===== src/hdl/cmie_pkg.sv =====
// Card machine executor package: sizes, codes, control word and flag types,
// the microcode table and the dispatch maps.
// Depends on nothing; used by cmie_seq, cmie_dp and the top level.
package cmie_pkg;

	localparam int MEM_WORDS   = 100;
	localparam int BLOCK_WORDS = 10;
	localparam int BLOCK_BYTES = BLOCK_WORDS * 4;
	localparam int AW          = 7;
	localparam int UPC_W       = 5;

	localparam logic [7:0] CH_NL   = 8'h0A;
	localparam logic [7:0] CH_ZERO = 8'h30;
	localparam logic [7:0] CH_NINE = 8'h39;
	localparam logic [7:0] OP_GD   = 8'h47;
	localparam logic [7:0] OP_PD   = 8'h50;
	localparam logic [7:0] OP_H    = 8'h48;
	localparam logic [7:0] OP_LR   = 8'h4C;
	localparam logic [7:0] OP_SR   = 8'h53;
	localparam logic [7:0] OP_CR   = 8'h43;
	localparam logic [7:0] OP_BT   = 8'h42;

	typedef enum logic [1:0] {
		K_CLEAR = 2'd0,
		K_PROG  = 2'd1,
		K_RUN   = 2'd2,
		K_DATA  = 2'd3
	} kind_t;

	typedef enum logic [1:0] {
		ST_RUN   = 2'd0,
		ST_AWAIT = 2'd1,
		ST_HALT  = 2'd2,
		ST_BAD   = 2'd3
	} stat_t;

	typedef enum logic [1:0] {
		N_SEQ,
		N_JUMP,
		N_OPMAP,
		N_END
	} nxt_t;

	typedef enum logic [2:0] {
		C_AWAIT,
		C_NOT_AWAIT,
		C_STOP,
		C_BLK_BAD,
		C_ADDR_BAD,
		C_FULL,
		C_NOT_CARD_END,
		C_PD_MORE
	} cnd_t;

	typedef enum logic [2:0] {
		A_IC,
		A_LOAD,
		A_FILL,
		A_OPER,
		A_PD
	} asel_t;

	typedef enum logic {
		D_BYTE,
		D_GR
	} dsel_t;

	typedef enum logic [3:0] {
		ACT_NONE,
		ACT_CLEAR,
		ACT_LOAD_ADV,
		ACT_LOAD_EOL,
		ACT_FILL_ADV,
		ACT_CARD_DONE,
		ACT_FETCH,
		ACT_SET_GD,
		ACT_PD_INIT,
		ACT_PD_ADV,
		ACT_HALT,
		ACT_LR,
		ACT_CMP,
		ACT_BT
	} act_t;

	typedef enum logic [1:0] {
		EM_NONE,
		EM_PLAIN,
		EM_NL,
		EM_PDBYTE
	} emit_t;

	typedef struct packed {
		nxt_t             nxt;
		cnd_t             cnd;
		logic [UPC_W-1:0] tgt;
		logic             rd;
		logic             wr;
		asel_t            asel;
		dsel_t            dsel;
		act_t             act;
		emit_t            emit;
		stat_t            stat;
		logic             last;
	} ctl_t;

	typedef struct packed {
		logic       await;
		logic       stop;
		logic       blk_ok;
		logic       addr_ok;
		logic       full;
		logic       card_end;
		logic       pd_more;
		logic [7:0] op;
	} flags_t;

	localparam logic [UPC_W-1:0] U_CLR  = 5'd0;
	localparam logic [UPC_W-1:0] U_PB0  = 5'd1;
	localparam logic [UPC_W-1:0] U_PB1  = 5'd2;
	localparam logic [UPC_W-1:0] U_PBF  = 5'd3;
	localparam logic [UPC_W-1:0] U_DB0  = 5'd4;
	localparam logic [UPC_W-1:0] U_DB1  = 5'd5;
	localparam logic [UPC_W-1:0] U_DB2  = 5'd6;
	localparam logic [UPC_W-1:0] U_NONE = 5'd7;
	localparam logic [UPC_W-1:0] U_RUN0 = 5'd8;
	localparam logic [UPC_W-1:0] U_RUN1 = 5'd9;
	localparam logic [UPC_W-1:0] U_RUN2 = 5'd10;
	localparam logic [UPC_W-1:0] U_RUN3 = 5'd11;
	localparam logic [UPC_W-1:0] U_GD   = 5'd12;
	localparam logic [UPC_W-1:0] U_GD1  = 5'd13;
	localparam logic [UPC_W-1:0] U_PD   = 5'd14;
	localparam logic [UPC_W-1:0] U_PD1  = 5'd15;
	localparam logic [UPC_W-1:0] U_PD2  = 5'd16;
	localparam logic [UPC_W-1:0] U_PD3  = 5'd17;
	localparam logic [UPC_W-1:0] U_H    = 5'd18;
	localparam logic [UPC_W-1:0] U_H1   = 5'd19;
	localparam logic [UPC_W-1:0] U_LR   = 5'd20;
	localparam logic [UPC_W-1:0] U_LR1  = 5'd21;
	localparam logic [UPC_W-1:0] U_SR   = 5'd22;
	localparam logic [UPC_W-1:0] U_SR1  = 5'd23;
	localparam logic [UPC_W-1:0] U_CR   = 5'd24;
	localparam logic [UPC_W-1:0] U_CR1  = 5'd25;
	localparam logic [UPC_W-1:0] U_BT   = 5'd26;
	localparam logic [UPC_W-1:0] U_BT1  = 5'd27;
	localparam logic [UPC_W-1:0] U_NOP  = 5'd28;
	localparam logic [UPC_W-1:0] U_BAD  = 5'd29;
	localparam logic [UPC_W-1:0] U_RAW  = 5'd30;
	localparam logic [UPC_W-1:0] U_RHL  = 5'd31;

	function automatic ctl_t ctl_idle();
		ctl_t c;
		c.nxt  = N_END;
		c.cnd  = C_AWAIT;
		c.tgt  = U_NONE;
		c.rd   = 1'b0;
		c.wr   = 1'b0;
		c.asel = A_IC;
		c.dsel = D_BYTE;
		c.act  = ACT_NONE;
		c.emit = EM_NONE;
		c.stat = ST_RUN;
		c.last = 1'b0;
		return c;
	endfunction

	function automatic ctl_t ucode(input logic [UPC_W-1:0] a);
		ctl_t c;
		c = ctl_idle();
		case (a)
			U_CLR: begin
				c.act = ACT_CLEAR;
			end
			U_PB0: begin
				c.nxt = N_JUMP; c.cnd = C_FULL; c.tgt = U_PBF;
				c.rd = 1'b1; c.asel = A_LOAD;
			end
			U_PB1: begin
				c.wr = 1'b1; c.asel = A_LOAD; c.act = ACT_LOAD_ADV;
			end
			U_PBF: begin
				c.act = ACT_LOAD_EOL;
			end
			U_DB0: begin
				c.nxt = N_JUMP; c.cnd = C_NOT_AWAIT; c.tgt = U_NONE;
				c.rd = 1'b1; c.asel = A_FILL;
			end
			U_DB1: begin
				c.nxt = N_JUMP; c.cnd = C_NOT_CARD_END; c.tgt = U_NONE;
				c.wr = 1'b1; c.asel = A_FILL; c.act = ACT_FILL_ADV;
			end
			U_DB2: begin
				c.act = ACT_CARD_DONE; c.emit = EM_PLAIN; c.last = 1'b1;
			end
			U_NONE: begin
				c.nxt = N_END;
			end
			U_RUN0: begin
				c.nxt = N_JUMP; c.cnd = C_AWAIT; c.tgt = U_RAW;
			end
			U_RUN1: begin
				c.nxt = N_JUMP; c.cnd = C_STOP; c.tgt = U_RHL;
				c.rd = 1'b1; c.asel = A_IC;
			end
			U_RUN2: begin
				c.nxt = N_SEQ; c.act = ACT_FETCH;
			end
			U_RUN3: begin
				c.nxt = N_OPMAP;
			end
			U_GD: begin
				c.nxt = N_JUMP; c.cnd = C_BLK_BAD; c.tgt = U_BAD;
			end
			U_GD1: begin
				c.act = ACT_SET_GD; c.emit = EM_PLAIN; c.stat = ST_AWAIT; c.last = 1'b1;
			end
			U_PD: begin
				c.nxt = N_JUMP; c.cnd = C_BLK_BAD; c.tgt = U_BAD; c.act = ACT_PD_INIT;
			end
			U_PD1: begin
				c.nxt = N_SEQ; c.rd = 1'b1; c.asel = A_PD;
			end
			U_PD2: begin
				c.nxt = N_JUMP; c.cnd = C_PD_MORE; c.tgt = U_PD1;
				c.act = ACT_PD_ADV; c.emit = EM_PDBYTE;
			end
			U_PD3: begin
				c.emit = EM_NL; c.last = 1'b1;
			end
			U_H: begin
				c.nxt = N_SEQ; c.act = ACT_HALT; c.emit = EM_NL; c.stat = ST_HALT;
			end
			U_H1: begin
				c.emit = EM_NL; c.stat = ST_HALT; c.last = 1'b1;
			end
			U_LR: begin
				c.nxt = N_JUMP; c.cnd = C_ADDR_BAD; c.tgt = U_BAD;
				c.rd = 1'b1; c.asel = A_OPER;
			end
			U_LR1: begin
				c.act = ACT_LR; c.emit = EM_PLAIN; c.last = 1'b1;
			end
			U_SR: begin
				c.nxt = N_JUMP; c.cnd = C_ADDR_BAD; c.tgt = U_BAD;
			end
			U_SR1: begin
				c.wr = 1'b1; c.asel = A_OPER; c.dsel = D_GR;
				c.emit = EM_PLAIN; c.last = 1'b1;
			end
			U_CR: begin
				c.nxt = N_JUMP; c.cnd = C_ADDR_BAD; c.tgt = U_BAD;
				c.rd = 1'b1; c.asel = A_OPER;
			end
			U_CR1: begin
				c.act = ACT_CMP; c.emit = EM_PLAIN; c.last = 1'b1;
			end
			U_BT: begin
				c.nxt = N_JUMP; c.cnd = C_ADDR_BAD; c.tgt = U_BAD;
			end
			U_BT1: begin
				c.act = ACT_BT; c.emit = EM_PLAIN; c.last = 1'b1;
			end
			U_NOP: begin
				c.emit = EM_PLAIN; c.last = 1'b1;
			end
			U_BAD: begin
				c.emit = EM_PLAIN; c.stat = ST_BAD; c.last = 1'b1;
			end
			U_RAW: begin
				c.emit = EM_PLAIN; c.stat = ST_AWAIT; c.last = 1'b1;
			end
			U_RHL: begin
				c.emit = EM_PLAIN; c.stat = ST_HALT; c.last = 1'b1;
			end
			default: begin
				c = ctl_idle();
			end
		endcase
		return c;
	endfunction

	function automatic logic [UPC_W-1:0] kind_entry(input kind_t k);
		logic [UPC_W-1:0] e;
		case (k)
			K_CLEAR: e = U_CLR;
			K_PROG:  e = U_PB0;
			K_RUN:   e = U_RUN0;
			K_DATA:  e = U_DB0;
			default: e = U_NONE;
		endcase
		return e;
	endfunction

	function automatic logic [UPC_W-1:0] op_entry(input logic [7:0] op);
		logic [UPC_W-1:0] e;
		case (op)
			OP_GD:   e = U_GD;
			OP_PD:   e = U_PD;
			OP_H:    e = U_H;
			OP_LR:   e = U_LR;
			OP_SR:   e = U_SR;
			OP_CR:   e = U_CR;
			OP_BT:   e = U_BT;
			default: e = U_NOP;
		endcase
		return e;
	endfunction

endpackage


===== src/hdl/cmie_seq.sv =====
// Microcode sequencer: step counter, control table lookup, jumps and dispatch.
// Depends on cmie_pkg; drives the control word of cmie_dp.
module cmie_seq (
	input  logic            clk,
	input  logic            arst_n,
	input  logic            take,
	input  logic [1:0]      kind,
	input  cmie_pkg::flags_t flg,
	output cmie_pkg::ctl_t  ctl,
	output logic            busy
);
	import cmie_pkg::*;

	logic [UPC_W-1:0] upc_q, upc_d;
	logic             busy_q, busy_d;
	logic             hit;

	assign busy = busy_q;
	assign ctl  = busy_q ? ucode(upc_q) : ctl_idle();

	always_comb begin
		case (ctl.cnd)
			C_AWAIT:        hit = flg.await;
			C_NOT_AWAIT:    hit = !flg.await;
			C_STOP:         hit = flg.stop;
			C_BLK_BAD:      hit = !flg.blk_ok;
			C_ADDR_BAD:     hit = !flg.addr_ok;
			C_FULL:         hit = flg.full;
			C_NOT_CARD_END: hit = !flg.card_end;
			C_PD_MORE:      hit = flg.pd_more;
			default:        hit = 1'b0;
		endcase
	end

	always_comb begin
		upc_d  = upc_q;
		busy_d = busy_q;
		if (!busy_q) begin
			if (take) begin
				upc_d  = kind_entry(kind_t'(kind));
				busy_d = 1'b1;
			end
		end else begin
			case (ctl.nxt)
				N_SEQ:   upc_d = upc_q + 1'b1;
				N_JUMP:  upc_d = hit ? ctl.tgt : upc_q + 1'b1;
				N_OPMAP: upc_d = op_entry(flg.op);
				N_END:   busy_d = 1'b0;
				default: busy_d = 1'b0;
			endcase
		end
	end

	always_ff @(posedge clk or negedge arst_n) begin
		if (!arst_n) begin
			upc_q  <= '0;
			busy_q <= 1'b0;
		end else begin
			upc_q  <= upc_d;
			busy_q <= busy_d;
		end
	end

endmodule


===== src/hdl/cmie_dp.sv =====
// Datapath: main memory with valid bits, machine registers, operand decode
// and the registered result ports. Depends on cmie_pkg; steered by cmie_seq.
module cmie_dp (
	input  logic             clk,
	input  logic             arst_n,
	input  logic             take,
	input  logic [7:0]       char_in,
	input  logic             end_of_line,
	input  cmie_pkg::ctl_t   ctl,
	output cmie_pkg::flags_t flg,
	output logic             strobe,
	output logic [7:0]       out_char,
	output logic             out_valid,
	output logic             last,
	output logic [1:0]       status,
	output logic [6:0]       counter_now,
	output logic             toggle_now
);
	import cmie_pkg::*;

	logic [31:0]    mem_q [MEM_WORDS];
	logic [MEM_WORDS-1:0] vld_q;
	logic [31:0]    rd_q, ir_q, gr_q;
	logic [7:0]     ch_q;
	logic           eol_q;
	logic           tog_q, halt_q, await_q;
	logic [AW-1:0]  ic_q, lwp_q;
	logic [1:0]     lbp_q;
	logic [8:0]     dfp_q;
	logic [5:0]     fcnt_q, j_q;

	logic [7:0]     c2, c3, d2, d3, pd_byte;
	logic           dig2, dig3;
	logic [AW-1:0]  blk, oper, maddr;
	logic [1:0]     lane;
	logic [31:0]    merged, wdata;
	logic [AW-1:0]  ic_d;
	logic           tog_d, fire;

	logic           strobe_q;
	logic [7:0]     out_char_q;
	logic           out_valid_q, last_q, toggle_q;
	logic [1:0]     status_q;
	logic [6:0]     counter_q;

	assign c2   = ir_q[23:16];
	assign c3   = ir_q[31:24];
	assign d2   = c2 - CH_ZERO;
	assign d3   = c3 - CH_ZERO;
	assign dig2 = (c2 >= CH_ZERO) && (c2 <= CH_NINE);
	assign dig3 = (c3 >= CH_ZERO) && (c3 <= CH_NINE);
	assign blk  = {3'b000, d2[3:0]} * AW'(BLOCK_WORDS);
	assign oper = {3'b000, d2[3:0]} * AW'(10) + {3'b000, d3[3:0]};

	assign flg.await    = await_q;
	assign flg.stop     = halt_q || (ic_q >= AW'(MEM_WORDS));
	assign flg.blk_ok   = dig2 && (({1'b0, blk} + 8'(BLOCK_WORDS)) <= 8'(MEM_WORDS));
	assign flg.addr_ok  = dig2 && dig3 && (oper < AW'(MEM_WORDS));
	assign flg.full     = lwp_q >= AW'(MEM_WORDS);
	assign flg.card_end = eol_q || (fcnt_q == 6'(BLOCK_BYTES - 1));
	assign flg.pd_more  = j_q != 6'(BLOCK_BYTES - 1);
	assign flg.op       = ir_q[7:0];

	always_comb begin
		case (ctl.asel)
			A_IC:    maddr = ic_q;
			A_LOAD:  maddr = lwp_q;
			A_FILL:  maddr = dfp_q[8:2];
			A_OPER:  maddr = oper;
			A_PD:    maddr = blk + {3'b000, j_q[5:2]};
			default: maddr = ic_q;
		endcase
		lane   = (ctl.asel == A_FILL) ? dfp_q[1:0] : lbp_q;
		merged = rd_q;
		merged[{lane, 3'b000} +: 8] = ch_q;
		wdata  = (ctl.dsel == D_GR) ? gr_q : merged;
		pd_byte = rd_q[{j_q[1:0], 3'b000} +: 8];
	end

	always_comb begin
		ic_d  = ic_q;
		tog_d = tog_q;
		case (ctl.act)
			ACT_CLEAR: begin
				ic_d  = '0;
				tog_d = 1'b0;
			end
			ACT_FETCH: ic_d = ic_q + 1'b1;
			ACT_CMP:   tog_d = (rd_q == gr_q);
			ACT_BT: begin
				if (tog_q) ic_d = oper;
			end
			default: ;
		endcase
	end

	always_ff @(posedge clk) begin
		if (ctl.wr && (maddr < AW'(MEM_WORDS)))
			mem_q[maddr] <= wdata;
		if (ctl.rd)
			rd_q <= (maddr < AW'(MEM_WORDS)) ? (vld_q[maddr] ? mem_q[maddr] : '0) : '0;
		if (take) begin
			ch_q  <= char_in;
			eol_q <= end_of_line;
		end
		if (ctl.act == ACT_FETCH)
			ir_q <= rd_q;
	end

	always_ff @(posedge clk or negedge arst_n) begin
		if (!arst_n) begin
			vld_q   <= '0;
			gr_q    <= '0;
			tog_q   <= 1'b0;
			ic_q    <= '0;
			halt_q  <= 1'b0;
			lwp_q   <= '0;
			lbp_q   <= '0;
			dfp_q   <= '0;
			await_q <= 1'b0;
			fcnt_q  <= '0;
			j_q     <= '0;
		end else begin
			ic_q  <= ic_d;
			tog_q <= tog_d;
			if (ctl.wr && (maddr < AW'(MEM_WORDS)))
				vld_q[maddr] <= 1'b1;
			case (ctl.act)
				ACT_CLEAR: begin
					vld_q   <= '0;
					gr_q    <= '0;
					halt_q  <= 1'b0;
					lwp_q   <= '0;
					lbp_q   <= '0;
					dfp_q   <= '0;
					await_q <= 1'b0;
					fcnt_q  <= '0;
				end
				ACT_LOAD_ADV: begin
					if (lbp_q == 2'd3) begin
						lbp_q <= '0;
						lwp_q <= lwp_q + 1'b1;
					end else begin
						lbp_q <= eol_q ? 2'd0 : lbp_q + 1'b1;
					end
				end
				ACT_LOAD_EOL: begin
					if (eol_q) lbp_q <= '0;
				end
				ACT_FILL_ADV: begin
					dfp_q  <= dfp_q + 1'b1;
					fcnt_q <= fcnt_q + 1'b1;
				end
				ACT_CARD_DONE: await_q <= 1'b0;
				ACT_SET_GD: begin
					await_q <= 1'b1;
					dfp_q   <= {blk, 2'b00};
					fcnt_q  <= '0;
				end
				ACT_PD_INIT: j_q <= '0;
				ACT_PD_ADV:  j_q <= j_q + 1'b1;
				ACT_HALT:    halt_q <= 1'b1;
				ACT_LR:      gr_q <= rd_q;
				default: ;
			endcase
		end
	end

	always_comb begin
		case (ctl.emit)
			EM_PLAIN:  fire = 1'b1;
			EM_NL:     fire = 1'b1;
			EM_PDBYTE: fire = (pd_byte != 8'h00);
			default:   fire = 1'b0;
		endcase
	end

	always_ff @(posedge clk or negedge arst_n) begin
		if (!arst_n) strobe_q <= 1'b0;
		else         strobe_q <= fire;
	end

	always_ff @(posedge clk) begin
		if (fire) begin
			case (ctl.emit)
				EM_NL:     out_char_q <= CH_NL;
				EM_PDBYTE: out_char_q <= pd_byte;
				default:   out_char_q <= 8'h00;
			endcase
			out_valid_q <= (ctl.emit != EM_PLAIN);
			last_q      <= ctl.last;
			status_q    <= ctl.stat;
			counter_q   <= ic_d;
			toggle_q    <= tog_d;
		end
	end

	assign strobe      = strobe_q;
	assign out_char    = out_char_q;
	assign out_valid   = out_valid_q;
	assign last        = last_q;
	assign status      = status_q;
	assign counter_now = counter_q;
	assign toggle_now  = toggle_q;

endmodule


===== src/hdl/card_machine_instruction_executor_unit.sv =====
// Card machine instruction executor, top level: microcode sequencer and datapath.
// Depends on cmie_pkg, cmie_seq and cmie_dp.
//
//  channel  | handshake           | payload
//  ---------+---------------------+---------------------------------------------
//  command  | start, busy         | kind, char_in, end_of_line
//  result   | strobe (no stall)   | out_char, out_valid, last, status,
//           |                     | counter_now, toggle_now
//
// One item at a time; busy is high from the edge that takes start until the
// last microstep ends. There is one memory read port, and its read data is
// registered. Each result is registered and shows in the cycle after its
// microstep. Reset clears the counters, flags, pointers, strobe and memory valid
// bits, but not the memory words, the fetched or read words or the result payload.
module card_machine_instruction_executor_unit (
	input  logic       clk,
	input  logic       arst_n,
	input  logic       start,
	output logic       busy,
	input  logic [1:0] kind,
	input  logic [7:0] char_in,
	input  logic       end_of_line,
	output logic       strobe,
	output logic [7:0] out_char,
	output logic       out_valid,
	output logic       last,
	output logic [1:0] status,
	output logic [6:0] counter_now,
	output logic       toggle_now
);
	import cmie_pkg::*;

	ctl_t   ctl;
	flags_t flg;
	logic   take;

	assign take = start && !busy;

	cmie_seq u_seq (
		.clk    (clk),
		.arst_n (arst_n),
		.take   (take),
		.kind   (kind),
		.flg    (flg),
		.ctl    (ctl),
		.busy   (busy)
	);

	cmie_dp u_dp (
		.clk         (clk),
		.arst_n      (arst_n),
		.take        (take),
		.char_in     (char_in),
		.end_of_line (end_of_line),
		.ctl         (ctl),
		.flg         (flg),
		.strobe      (strobe),
		.out_char    (out_char),
		.out_valid   (out_valid),
		.last        (last),
		.status      (status),
		.counter_now (counter_now),
		.toggle_now  (toggle_now)
	);

endmodule

===== config.mk =====
export PLATFORM = sky130hd
export DESIGN_NAME = card_machine_instruction_executor_unit
export DESIGN_NICKNAME = d
export VERILOG_FILES = /design/src/hdl/cmie_pkg.sv /design/src/hdl/cmie_seq.sv /design/src/hdl/cmie_dp.sv /design/src/hdl/card_machine_instruction_executor_unit.sv
export SDC_FILE = /design/constraint.sdc
export NUM_CORES = 2
export LEC_CHECK = 0
export CORE_ASPECT_RATIO = 0.7
export CORE_UTILIZATION = 50
export DETAILED_ROUTE_END_ITERATION = 10
export DONT_BUFFER_PORTS = 1
export GPL_ROUTABILITY_DRIVEN = 0
export PLACE_DENSITY = 0.66
export SETUP_SLACK_MARGIN = 0.2
export SLEW_MARGIN = 25
export SYNTH_ARGS = -nofsm -noshare
export SYNTH_HDL_FRONTEND = slang
export SYNTH_HIERARCHICAL = 1
export SYNTH_SLANG_ARGS = --single-unit

===== constraint.sdc =====
create_clock -name clk -period 26.8 [get_ports clk]
set_clock_uncertainty 0.05 [all_clocks]
set_input_delay 1.34 -clock clk [delete_from_list [all_inputs] [get_ports clk]]
set_output_delay 1.34 -clock clk [all_outputs]
set_load 0.01 [all_outputs]

==> results.ini <==
[sta]
setup_ws_ns=18.10
rsz0062_at_grt=no
min_period_ns=8.70
finalCritPeriodShare=0.325
setup_viol=0
fin_tns_setup_ns=0
fmax_mhz=115
finalHoldViolCount=0
slew_viol_final=0
tightest_slew_ns=1.28
hold_ws_ns=0.133
slew_headroom=0.146

[synth]
synth_area_sq_um=136000
synthCells=7751
syn_avg_cell_area_sq_um=17.5
synth_nets=7810
ys_warn_count=6

[global_routing]
overflow=0
use_met3=0.0879
grt_max_degree=180
grtUsageMet2=0.415
antenna_found_initial=19
use_met1=0.409
grt_use_total=0.286
grt_pass1_vias=73200
grt_pass1_wl_um=554000
grt_busiest_layer=met2

[layout]
layout.nets=7926
multiInputGateArea_sq_um=31900
final_area_sq_um=152000
fin_util=0.563
syn_to_final_growth_pct=11.6
fillers=20000
finalNonFillerCells=11700
seq_area_sq_um=103000
drive_above_1_share=0.171

[placement]
port-buffer-count=0
postPlaceCellArea_sq_um=142000
dpl.hpwl_um=225000
dpl_worst_slack_ns=18.37
dp_cells=11200

[floorplan]
start_util=0.505
fp-row-count=159
fp.dieW_um=625
coreArea_sq_um=269000
dieArea_sq_um=274000
die_y_um=438
ioPinCount=36

[clocking]
post_cts_buffers=0
path_clk_slew_ns=0.07
cts_htree_levels=5
cts_resized=0
clk_latency_ns=0.90
cts_buffer_depth=4
cts_tree=built
cts_hold_buf=0
cts_buffers=313
clock-sinks=3464
cts-root-buf=clkbuf_16

[drt]
wl_per_cell_um=33.8
viasPerCell=6.56
drtPass1Iterations=9
drt-total-wl_um=397000
ant_nets=0
drc=0
num_vias=76900
dr.first_iter.drc_count=11500

[critical_path]
cp.arrival_ns=9.26
critPathLaunchType=flop
endpoint_kind=flop
path_max_fanout=153
required_ns=27.36
crit_type=flop to flop

[status]
outcome=finished clean

[min_path]
hp-class=primary input to async pin

[power]
ir_drop_mv=0.208
power_leakage_nw=48.1
p_per_area_nw_per_um2=121
power.total_mw=18.3

[flow_run]
max_cap_viol_count=0

-- flip-flops by register name, indices dropped and copies added (netlist names), 7 cells and up --
register          count
u_dp/mem_q         3200
u_dp/vld_q          100
u_dp/gr_q            32
u_dp/rd_q            32
u_dp/ir_q            24
u_dp/dfp_q            9
u_dp/ch_q             8
u_dp/out_char         8
u_dp/counter_now      7
u_dp/ic_q             7
u_dp/lwp_q            7
-- layout by cell type, fill, tap and decap left out, drive strengths merged, types with 91 or more instances in the layout --
cell / count
nor2: 237
mux4: 490
buf: 264
mux2i: 283
dfrtp: 179
a21oi: 304
clkbuf: 399
edfxtp: 3285
clkinv: 118
o21ai: 91
a32oi: 137
nand2: 932
nand3: 361
nand4: 119
o22ai: 111
a22oi: 199
-- report_power, final --
group,switching (mW),internal [mW],leakage [nW]
combinational,4.84,1.87,11.2
sequential,0.184,7.09,32.2
clock,1.95,2.39,4.71
-- path summary, 6_finish.rpt --
check,slack (ns),end,depth (start not counted),from
min reg2reg,0.44,u_dp/vld_q[38],1,u_dp/vld_q[38]
min,0.13,u_dp/vld_q[33],0,arst_n
max,18.10,u_dp/rd_q[7],18,u_seq/upc_q[1]
max reg2reg,18.10,u_dp/rd_q[7],18,u_seq/upc_q[1]
min in group clk,0.44,u_dp/vld_q[38],1,u_dp/vld_q[38]
max in group asynchronous,26.00,u_dp/vld_q[94],0,arst_n
-- critical path: stages, from the launching register on --
cell,delay (ns)
dfrtp_1,0.43
inv_1,0.10
ha_1,0.61
nor2b_1,0.33
o211ai_1,0.12
a21oi_1,0.29
buf_4,0.30
nor3b_1,0.13
a222oi_1,0.92
and2_4,0.88
buf_4,0.74
buf_12,0.42
buf_12,0.64
mux2i_1,0.27
a32oi_1,0.07
nand3_1,0.35
nand4_1,0.39
a21oi_1,0.65
a21oi_1,0.13
-- cell type report --
| cell class | instances | area share |
|---|---|---|
| Antenna cell | 2 | 0.0000330 |
| Clock buffer | 399 | 0.0557 |
| Clock inverter | 148 | 0.00791 |
| Inverter | 41 | 0.00101 |
| Multi-Input combinational cell | 3783 | 0.211 |
| Sequential cell | 3464 | 0.680 |
| Tap cell | 3622 | 0.0299 |
| Timing Repair Buffer | 264 | 0.0148 |
-- routing by layer --
layer,up-vias,wire length [um]
li1,31100,-
met1,40000,152000
met2,5126,173000
met3,691,55000
met4,10,16600
met5,-,266
Power figures use the tool's default switching activity.
